===== src/rtl/assert_macros.svh =====
// Assertion macros used by the stepper core.
`ifndef ASSERT_MACROS_SVH
`define ASSERT_MACROS_SVH
`ifndef SYNTHESIS
// Property must hold at every clock edge outside reset.
`define ASSERT_PROP(label, clk, rst_n, prop) \
  label: assert property (@(posedge clk) disable iff (!rst_n) (prop)) \
    else $error("assertion failed");
// Condition must never be true outside reset.
`define ASSERT_NEVER(label, clk, rst_n, cond) \
  label: assert property (@(posedge clk) disable iff (!rst_n) !(cond)) \
    else $error("forbidden condition seen");
`else
`define ASSERT_PROP(label, clk, rst_n, prop)
`define ASSERT_NEVER(label, clk, rst_n, cond)
`endif
`endif


===== src/rtl/arbvs_pkg.sv =====
// Types, codes and helper functions of the auto-repeat value stepper.
`timescale 1ns / 1ps
package arbvs_pkg;

  localparam int unsigned ValueW = 32;
  localparam int unsigned MsW    = 16;
  localparam int unsigned TimerW = 17;
  localparam int unsigned OpW    = 4;
  localparam int unsigned AddrW  = 5;
  localparam int unsigned DataW  = 32;
  localparam int unsigned InTdataW  = 56;
  localparam int unsigned OutTdataW = 40;

  localparam logic [TimerW-1:0] TimerMax = {TimerW{1'b1}};

  // Reset values of the configuration registers.
  localparam logic signed [ValueW-1:0] MinReset    = 32'sd0;
  localparam logic signed [ValueW-1:0] MaxReset    = 32'sd6553600;
  localparam logic signed [ValueW-1:0] StepReset   = 32'sd65536;
  localparam logic [MsW-1:0]           DelayReset  = 16'd500;
  localparam logic [MsW-1:0]           PeriodReset = 16'd50;

  typedef enum logic [OpW-1:0] {
    OP_TICK      = 4'd0,
    OP_UP        = 4'd1,
    OP_DOWN      = 4'd2,
    OP_HOME      = 4'd3,
    OP_END       = 4'd4,
    OP_HOLD_UP   = 4'd5,
    OP_HOLD_DOWN = 4'd6,
    OP_RELEASE   = 4'd7,
    OP_WRITE     = 4'd8,
    OP_DISABLE   = 4'd9,
    OP_OTHER     = 4'd10
  } op_e;

  typedef enum logic [2:0] {
    REG_MIN    = 3'd0,
    REG_MAX    = 3'd1,
    REG_STEP   = 3'd2,
    REG_DELAY  = 3'd3,
    REG_PERIOD = 3'd4
  } reg_idx_e;

  typedef enum logic [1:0] {
    DIR_NONE = 2'd0,
    DIR_UP   = 2'd1,
    DIR_DOWN = 2'd2
  } hold_dir_e;

  typedef struct packed {
    logic signed [ValueW-1:0] min_value;
    logic signed [ValueW-1:0] max_value;
    logic signed [ValueW-1:0] step_size;
    logic [MsW-1:0]           initial_delay_ms;
    logic [MsW-1:0]           repeat_period_ms;
  } cfg_t;

  typedef struct packed {
    logic signed [ValueW-1:0] held_value;
    hold_dir_e                hold_dir;
    logic [TimerW-1:0]        hold_timer;
    logic                     repeating;
    logic                     disabled;
  } state_t;

  typedef struct packed {
    logic                     status;
    logic                     touched;
    logic                     value_changed;
    logic signed [ValueW-1:0] current_value;
  } result_t;

  // Lower bound first, then upper bound, so a crossed pair resolves to max.
  function automatic logic signed [ValueW-1:0] clamp_value(
    input logic signed [ValueW-1:0] v,
    input logic signed [ValueW-1:0] lo,
    input logic signed [ValueW-1:0] hi
  );
    logic signed [ValueW-1:0] t;
    t = (v < lo) ? lo : v;
    return (t > hi) ? hi : t;
  endfunction

endpackage


===== src/rtl/arbvs_cfg_regs.sv =====
// APB register file holding bounds, step size and repeat timing.
`timescale 1ns / 1ps
module arbvs_cfg_regs (
  input  logic                          clk_i,
  input  logic                          rst_ni,
  input  logic                          psel,
  input  logic                          penable,
  input  logic                          pwrite,
  input  logic [arbvs_pkg::AddrW-1:0]   paddr,
  input  logic [arbvs_pkg::DataW-1:0]   pwdata,
  output logic [arbvs_pkg::DataW-1:0]   prdata,
  output logic                          pready,
  output arbvs_pkg::cfg_t               cfg_o
);
  import arbvs_pkg::*;

  cfg_t     cfg_q, cfg_d;
  reg_idx_e idx;
  logic     wr_en;

  assign pready = 1'b1;
  assign idx    = reg_idx_e'(paddr[AddrW-1:2]);
  assign wr_en  = psel & penable & pwrite & pready;

  always_comb begin
    cfg_d = cfg_q;
    if (wr_en) begin
      case (idx)
        REG_MIN:    cfg_d.min_value        = pwdata;
        REG_MAX:    cfg_d.max_value        = pwdata;
        REG_STEP:   cfg_d.step_size        = pwdata;
        REG_DELAY:  cfg_d.initial_delay_ms = pwdata[MsW-1:0];
        REG_PERIOD: cfg_d.repeat_period_ms = pwdata[MsW-1:0];
        default:    cfg_d = cfg_q;
      endcase
    end
  end

  always_comb begin
    case (idx)
      REG_MIN:    prdata = cfg_q.min_value;
      REG_MAX:    prdata = cfg_q.max_value;
      REG_STEP:   prdata = cfg_q.step_size;
      REG_DELAY:  prdata = {{(DataW-MsW){1'b0}}, cfg_q.initial_delay_ms};
      REG_PERIOD: prdata = {{(DataW-MsW){1'b0}}, cfg_q.repeat_period_ms};
      default:    prdata = '0;
    endcase
  end

  always_ff @(posedge clk_i or negedge rst_ni) begin
    if (!rst_ni) begin
      cfg_q.min_value        <= MinReset;
      cfg_q.max_value        <= MaxReset;
      cfg_q.step_size        <= StepReset;
      cfg_q.initial_delay_ms <= DelayReset;
      cfg_q.repeat_period_ms <= PeriodReset;
    end else begin
      cfg_q <= cfg_d;
    end
  end

  assign cfg_o = cfg_q;

endmodule


===== src/rtl/arbvs_event_unit.sv =====
// Single-pass event logic: next stepper state and the result of one request.
`timescale 1ns / 1ps
module arbvs_event_unit (
  input  arbvs_pkg::cfg_t                   cfg_i,
  input  arbvs_pkg::state_t                 state_i,
  input  arbvs_pkg::op_e                    op_i,
  input  logic [arbvs_pkg::MsW-1:0]         elapsed_ms_i,
  input  logic signed [arbvs_pkg::ValueW-1:0] write_value_i,
  input  logic                              disable_flag_i,
  output arbvs_pkg::state_t                 state_o,
  output arbvs_pkg::result_t                result_o
);
  import arbvs_pkg::*;

  logic signed [ValueW-1:0] cur;
  logic signed [ValueW:0]   sum;
  logic signed [ValueW-1:0] sum_sat;
  logic signed [ValueW-1:0] stepped;
  logic                     step_up;
  logic [MsW-1:0]           thr;
  logic [TimerW:0]          t_raw;
  logic [TimerW-1:0]        t_sat;
  logic                     fire;
  logic                     dis;

  // Bounds may have moved since the last request, so re-clamp first.
  assign cur = clamp_value(state_i.held_value, cfg_i.min_value, cfg_i.max_value);
  assign dis = state_i.disabled;

  // One shared stepper serves plain steps, holds and repeats.
  assign step_up = (op_i == OP_UP) || (op_i == OP_HOLD_UP) ||
                   ((op_i == OP_TICK) && (state_i.hold_dir == DIR_UP));
  assign sum = step_up ? ({cur[ValueW-1], cur} + {cfg_i.step_size[ValueW-1], cfg_i.step_size})
                       : ({cur[ValueW-1], cur} - {cfg_i.step_size[ValueW-1], cfg_i.step_size});
  always_comb begin
    if (sum[ValueW] != sum[ValueW-1]) begin
      sum_sat = sum[ValueW] ? {1'b1, {(ValueW-1){1'b0}}} : {1'b0, {(ValueW-1){1'b1}}};
    end else begin
      sum_sat = sum[ValueW-1:0];
    end
  end
  assign stepped = clamp_value(sum_sat, cfg_i.min_value, cfg_i.max_value);

  // Hold timer accumulates and saturates; threshold depends on repeat phase.
  assign thr   = state_i.repeating ? cfg_i.repeat_period_ms : cfg_i.initial_delay_ms;
  assign t_raw = {1'b0, state_i.hold_timer} + {{(TimerW+1-MsW){1'b0}}, elapsed_ms_i};
  assign t_sat = t_raw[TimerW] ? TimerMax : t_raw[TimerW-1:0];
  assign fire  = t_sat >= {{(TimerW-MsW){1'b0}}, thr};

  always_comb begin
    state_o            = state_i;
    state_o.held_value = cur;
    result_o           = '0;
    case (op_i)
      OP_TICK: begin
        if (dis) begin
          result_o.status = 1'b1;
        end else if (state_i.hold_dir != DIR_NONE) begin
          if (fire) begin
            state_o.hold_timer = '0;
            state_o.repeating  = 1'b1;
            state_o.held_value = stepped;
          end else begin
            state_o.hold_timer = t_sat;
          end
        end
      end
      OP_UP, OP_DOWN: begin
        if (dis) begin
          result_o.status = 1'b1;
        end else begin
          result_o.touched   = 1'b1;
          state_o.held_value = stepped;
        end
      end
      OP_HOME, OP_END: begin
        if (!dis) begin
          result_o.touched   = 1'b1;
          state_o.held_value = clamp_value((op_i == OP_HOME) ? cfg_i.min_value
                                                             : cfg_i.max_value,
                                           cfg_i.min_value, cfg_i.max_value);
        end
      end
      OP_HOLD_UP, OP_HOLD_DOWN: begin
        if (dis) begin
          result_o.status = 1'b1;
        end else begin
          state_o.hold_dir   = (op_i == OP_HOLD_UP) ? DIR_UP : DIR_DOWN;
          state_o.hold_timer = '0;
          state_o.repeating  = 1'b0;
          state_o.held_value = stepped;
        end
      end
      OP_RELEASE: begin
        state_o.hold_dir   = DIR_NONE;
        state_o.hold_timer = '0;
        state_o.repeating  = 1'b0;
      end
      OP_WRITE: begin
        state_o.held_value = clamp_value(write_value_i, cfg_i.min_value, cfg_i.max_value);
      end
      OP_DISABLE: begin
        state_o.disabled = disable_flag_i;
        if (disable_flag_i) begin
          state_o.hold_dir   = DIR_NONE;
          state_o.hold_timer = '0;
          state_o.repeating  = 1'b0;
        end
      end
      OP_OTHER: begin
        result_o.touched = !dis;
      end
      default: begin
        state_o.held_value = cur;
      end
    endcase
    result_o.current_value = state_o.held_value;
    result_o.value_changed = state_o.held_value != state_i.held_value;
  end

endmodule


===== src/rtl/auto_repeat_bounded_value_stepper_core.sv =====
// Top level of the auto-repeat bounded value stepper.
`timescale 1ns / 1ps
// Usage:
// The block holds one signed Q16.16 value kept inside [min_value, max_value].
// Each request on the slave stream is one event (tick, step, home, end, hold,
// release, write, set disable, other); tuser carries the event code. Every
// request yields exactly one result on the master stream: the value after the
// event and the changed, touched and status flags.
// Bounds, step size and the repeat delays are set through the APB port; the user
// must write them only while no request is in flight, as the block does not enforce it.
// From acceptance the request waits in the input register while the event logic
// computes state and result in a single pass, and both are written into the
// state and result registers when the request advances.
// Throughput is one request per cycle while the receiver takes results, set by
// that single pass through the shared adder, saturation and clamp.
// When the receiver stalls, the result register holds its request and the
// input register takes one more; after that tready drops until the result is
// taken. At reset the value is 0, no hold is armed, the block is enabled and
// the registers return to 0, 100.0, 1.0, 500 ms and 50 ms.
`include "assert_macros.svh"
module auto_repeat_bounded_value_stepper_core (
  input  logic                                clk_i,
  input  logic                                rst_ni,
  // Input requests.
  input  logic                                s_axis_tvalid,
  output logic                                s_axis_tready,
  // tdata: elapsed_ms[15:0], write_value[47:16], disable_flag[48], zero pad[55:49]
  input  logic [arbvs_pkg::InTdataW-1:0]      s_axis_tdata,
  // tuser: op[3:0]
  input  logic [arbvs_pkg::OpW-1:0]           s_axis_tuser,
  // Results.
  output logic                                m_axis_tvalid,
  input  logic                                m_axis_tready,
  // tdata: current_value[31:0], value_changed[32], touched[33], status[34],
  // zero pad[39:35]
  output logic [arbvs_pkg::OutTdataW-1:0]     m_axis_tdata,
  // Configuration.
  input  logic                                psel,
  input  logic                                penable,
  input  logic                                pwrite,
  input  logic [arbvs_pkg::AddrW-1:0]         paddr,
  input  logic [arbvs_pkg::DataW-1:0]         pwdata,
  output logic [arbvs_pkg::DataW-1:0]         prdata,
  output logic                                pready
);
  import arbvs_pkg::*;

  cfg_t    cfg;
  state_t  state_q, state_d;
  result_t res_d, res_q;

  // Input register.
  logic                     in_valid_q, in_valid_d;
  op_e                      op_q;
  logic [MsW-1:0]           elapsed_q;
  logic signed [ValueW-1:0] write_value_q;
  logic                     flag_q;

  logic out_valid_q, out_valid_d;
  logic advance;
  logic in_take;

  arbvs_cfg_regs u_cfg (
    .clk_i   (clk_i),
    .rst_ni  (rst_ni),
    .psel    (psel),
    .penable (penable),
    .pwrite  (pwrite),
    .paddr   (paddr),
    .pwdata  (pwdata),
    .prdata  (prdata),
    .pready  (pready),
    .cfg_o   (cfg)
  );

  arbvs_event_unit u_event (
    .cfg_i          (cfg),
    .state_i        (state_q),
    .op_i           (op_q),
    .elapsed_ms_i   (elapsed_q),
    .write_value_i  (write_value_q),
    .disable_flag_i (flag_q),
    .state_o        (state_d),
    .result_o       (res_d)
  );

  // A buffered request moves on when the result register is free or drains
  // in this same cycle; the input register refills behind it.
  assign advance       = in_valid_q & (~out_valid_q | m_axis_tready);
  assign s_axis_tready = ~in_valid_q | advance;
  assign in_take       = s_axis_tvalid & s_axis_tready;

  assign in_valid_d  = in_take | (in_valid_q & ~advance);
  assign out_valid_d = advance | (out_valid_q & ~m_axis_tready);

  always_ff @(posedge clk_i or negedge rst_ni) begin
    if (!rst_ni) begin
      in_valid_q  <= 1'b0;
      out_valid_q <= 1'b0;
      state_q     <= '0;
    end else begin
      in_valid_q  <= in_valid_d;
      out_valid_q <= out_valid_d;
      if (advance) begin
        state_q <= state_d;
      end
    end
  end

  // Payload registers carry no reset.
  always_ff @(posedge clk_i) begin
    if (in_take) begin
      op_q          <= op_e'(s_axis_tuser);
      elapsed_q     <= s_axis_tdata[MsW-1:0];
      write_value_q <= s_axis_tdata[MsW+ValueW-1:MsW];
      flag_q        <= s_axis_tdata[MsW+ValueW];
    end
    if (advance) begin
      res_q <= res_d;
    end
  end

  assign m_axis_tvalid = out_valid_q;
  assign m_axis_tdata  = {{(OutTdataW-ValueW-3){1'b0}}, res_q};

  // A disabled block never keeps a hold armed.
  `ASSERT_NEVER(a_no_hold_when_disabled, clk_i, rst_ni,
                state_q.disabled && (state_q.hold_dir != DIR_NONE))
  // Without a hold the timer and repeat phase stay cleared.
  `ASSERT_PROP(a_idle_timer_clear, clk_i, rst_ni,
               (state_q.hold_dir != DIR_NONE) ||
               ((state_q.hold_timer == '0) && !state_q.repeating))
  // Back-pressure only comes from a full input register.
  `ASSERT_PROP(a_ready_only_when_full, clk_i, rst_ni,
               s_axis_tready || in_valid_q)
  // A result is never both touched and rejected.
  `ASSERT_NEVER(a_touch_excl_status, clk_i, rst_ni,
                out_valid_q && res_q.touched && res_q.status)
  // An unaccepted result stays put until it is taken.
  `ASSERT_PROP(a_result_kept, clk_i, rst_ni,
               (out_valid_q && !m_axis_tready) |=> (out_valid_q && $stable(res_q)))

endmodule


===== config.mk =====
export PLATFORM = sky130hd
export DESIGN_NAME = auto_repeat_bounded_value_stepper_core
export DESIGN_NICKNAME = d
export VERILOG_FILES = /design/src/rtl/arbvs_pkg.sv /design/src/rtl/arbvs_cfg_regs.sv /design/src/rtl/arbvs_event_unit.sv /design/src/rtl/auto_repeat_bounded_value_stepper_core.sv
export VERILOG_INCLUDE_DIRS = /design/src /design/src/rtl
export SDC_FILE = /design/constraint.sdc
export NUM_CORES = 1
export LEC_CHECK = 0
export ABC_AREA = 1
export BUFFER_PORTS_ARGS = -buffer_cell sky130_fd_sc_hd__buf_2
export CELL_PAD_IN_SITES_DETAIL_PLACEMENT = 1
export CELL_PAD_IN_SITES_GLOBAL_PLACEMENT = 2
export CORE_MARGIN = 4
export CORE_UTILIZATION = 32
export CTS_CLUSTER_DIAMETER = 100
export DETAILED_ROUTE_END_ITERATION = 8
export GPL_ROUTABILITY_DRIVEN = 0
export HOLD_SLACK_MARGIN = 0.06
export PLACE_DENSITY_LB_ADDON = 0.1
export SYNTH_ARGS = -nofsm -noshare
export SYNTH_HDL_FRONTEND = slang
export SYNTH_SLANG_ARGS = --single-unit
export TNS_END_PERCENT = 10

===== constraint.sdc =====
create_clock -name clk_i -period 10.6 [get_ports clk_i]
set_input_delay 2.12 -clock clk_i [delete_from_list [all_inputs] [get_ports clk_i]]
set_output_delay 2.12 -clock clk_i [all_outputs]
set_load 0.02 [all_outputs]

==> impl_metrics.ini <==
[outcome]
status = finished, violations left
violations = negative setup slack

[cts]
cts_tree = yes
cts_max_level = 2
cts_root_buf = clkbuf_16
cts.sinks = 271
clk_pin_slew_ns = 0.06
clk_latency_ns = 0.60
cts_buffers = 39
clockBufferDepth = 3

[min_path]
hold_path_end = u_cfg.cfg_o[31]$_DFFE_PN0P_
holdPathStages = 2
hp-start = u_cfg.cfg_o[31]$_DFFE_PN0P_
hold_class = reg -> reg

[worst_setup_path]
slowest_stage = dfrtp_1
path_class = reg -> reg
crit_fanout = 7
critPathCaptureType = flip-flop
crit_path_frequent_cell = nand2_1
cp-start-kind = flip-flop
slowest_delay_ns = 0.42
cp_top_family = simple AND/OR/NAND/NOR gates
critPathLaunch = u_cfg.cfg_o[117]$_DFFE_PN0P_
crit_buf_inv = 21
worstPathArrival_ns = 12.19
rrSetupSlack_ns = -1.26
critPathRequiredTime_ns = 10.93
r2r_start = u_cfg.cfg_o[117]$_DFFE_PN0P_
reg2regPathDepth = 81
r2r_end = m_axis_tdata[32]$_DFFE_PP_

[logic_synthesis]
synth.top_cell.area_share_pct = 16.4
synthFlopType = dfrtp_1
synthTopCellsByArea = dfrtp_1, ha_1, nand2_1
ys_types = 55
synth_edf_count = 88
syn_inst = 3710
synth.most_common_cell = nand2_1
synth-seq-cells = 271
synth_async_sr_flop_share_pct = 67.5
syn_area_per_cell_um2 = 6.98
seq_area_frac_synth_pct = 28.0
ys_warn_count = 0
yosys.area.top_type = dfrtp_1
netlist_top_cells_count = nand2_1, o21ai_0, inv_1
syn-cell-area_um2 = 25900

[drt]
routed_via_density = 5.38
wl_um = 127000
drcViolationCount = 0
vias = 29700
drtAntennaViolNets = 0
initialDrtViolationCount = 2342
wl_per_cell_um = 23.0
first_pass_iters = 5

[floorplan]
die_height_um = 292
start_util_pct = 32.2
coreArea_um2 = 80300
rows = 104
io_pins = 179
dieArea_um2 = 85500
die_w_um = 292

[grt]
grt_pass1_wl_um = 187000
grt_usage_pct = 28.4
grt_pass1_vias = 30400
grt-ovfl-total = 0
grt_max_degree = 82
antenna_found_initial = 2

[sta]
fmaxAchievable_ghz = 0.0843
finalCritPeriodShare_pct = 112
worst_slack_ns = -1.26
hold_violations = 0
slew_viol_final = 0
worst_clock_skew_ns = 0.0275
finalSetupViolations = 65
worst_slew_margin_rel_pct = 20.9
worst_pin_slew_ns = 1.19
period_needed_ns = 11.86
rsz0062_at_grt = true

[finish]
syn_to_final_growth_pct = 38.1
drive_gt1_share_pct = 27.9
fin_nets = 4846

[placement]
dp_hpwl_um = 100000
post-place-ws_ns = -2.26
numPortBuffers = 163

[run]
maxCapViolCount = 0
per-layer routing:
layer / wire length, um / track usage (%) / vias to the layer above
met2: 53700 / 42.4 / 763
li1: - / - / 14000
met3: 8160 / 4.75 / 126
met1: 61900 / 42.8 / 14800
met5: 0 / 0 / -
met4: 3080 / 6.13 / 0
worst register-to-register path, delay by kind of cell, from the launching register on:
| kind | cells | cell delay (ns) |
|---|---|---|
| compound gates | 17 | 3.22 |
| xor+xnor | 2 | 0.33 |
| fa+ha+maj | 6 | 1.62 |
| buf+inv | 21 | 2.34 |
| flops | 1 | 0.42 |
| simple gates | 35 | 3.74 |
sequential cells by signal (all words and copies together) (netlist names):
register       flops
u_cfg.cfg_o      128
op_q               4
m_axis_tdata      35
in_valid_q         1
flag_q             1
write_value_q     32
m_axis_tvalid      1
state_q           53
elapsed_q         16
final cells by class:
class                   instances  area, um^2
flip-flops and latches        271        7240
diodes                          1        2.50
multi-input cells            2849       18000
clock inverters                26         251
well taps                    1060        1330
inverters                     443        1680
repair buffers                819        6230
fillers                      9927       44600
clock buffers                  46        1000
repair_timing:
action | 4_1_cts | 5_1_grt
hold buffers | 0 | 0
cloned | 6 | 6
setup endpoints to repair | 65 | 65
buffers inserted | 48 | 36
gates resized for setup | 230 | 218
pin swaps | 42 | 67
metrics by stage:
step / TNS [ns] / utilization (%) / hold slack [ns] / cells / cell area, um^2
3_5_place_dp: -109.20 / 39.8 / 0.505 / 5355 / 32000
3_3_place_gp: -81.37 / 39.8 / 0.486 / 5355 / 32000
2_1_floorplan: 0 / - / 0.456 / 3714 / 25900
4_1_cts: -43.17 / 43.0 / 0.511 / 5479 / 34500
6_report: -50.36 / 44.5 / 0.513 / 5515 / 35700
5_1_grt: -86.90 / 44.5 / 0.533 / 5514 / 35700
worst max path at each step:
stage | endpoint | slack, ns | cells past startpoint
after global routing | m_axis_tdata[32]$_DFFE_PP_ | -1.89 | 85
after CTS | m_axis_tdata[32]$_DFFE_PP_ | -1.18 | 90
after global placement | m_axis_tdata[32]$_DFFE_PP_ | -1.88 | 82
after detailed placement | m_axis_tdata[32]$_DFFE_PP_ | -2.26 | 79
final | m_axis_tdata[32]$_DFFE_PP_ | -1.26 | 81
after floorplan | m_axis_tdata[32]$_DFFE_PP_ | 0.02 | 80
cell usage in the layout, fill, tap and decap left out, drive strengths merged, types with 4 or more instances in the layout:
cell      instances
mux2             14
a211oi           16
mux2i            15
and2             31
buf             813
inv             446
dfrtp           170
nand3           237
xor2             47
ha              317
edfxtp           88
o21a              4
clkinv           16
o221ai           21
o2111ai           4
a221oi           21
clkinvlp          5
dfstp            13
clkbuf           52
conb              6
o21ai           540
nand2           968
a31oi            13
a21boi            4
nand4            28
o211ai           42
nor4             16
o22ai            30
xnor2            27
nor3             34
a21o             10
nor2            171
a21oi           208
cell families (layout without fill, tap and decap cells):
group	count (synthesis)	after routing	share of synthesized area (%)
other	2	7	0.0290
and+or+nand+nor	1491	1493	24.2
buffers and inverters	596	1334	8.86
adders and majority gates	319	319	15.5
DFF	271	271	28.0
muxes	29	29	1.19
AOI/OAI and AO/OA	928	928	19.8
xor gates and xnor gates	74	74	2.50
Power is left out: the tool's default activity adds up to more than one toggle a clock period on the data nets, which glitch-free logic cannot reach.
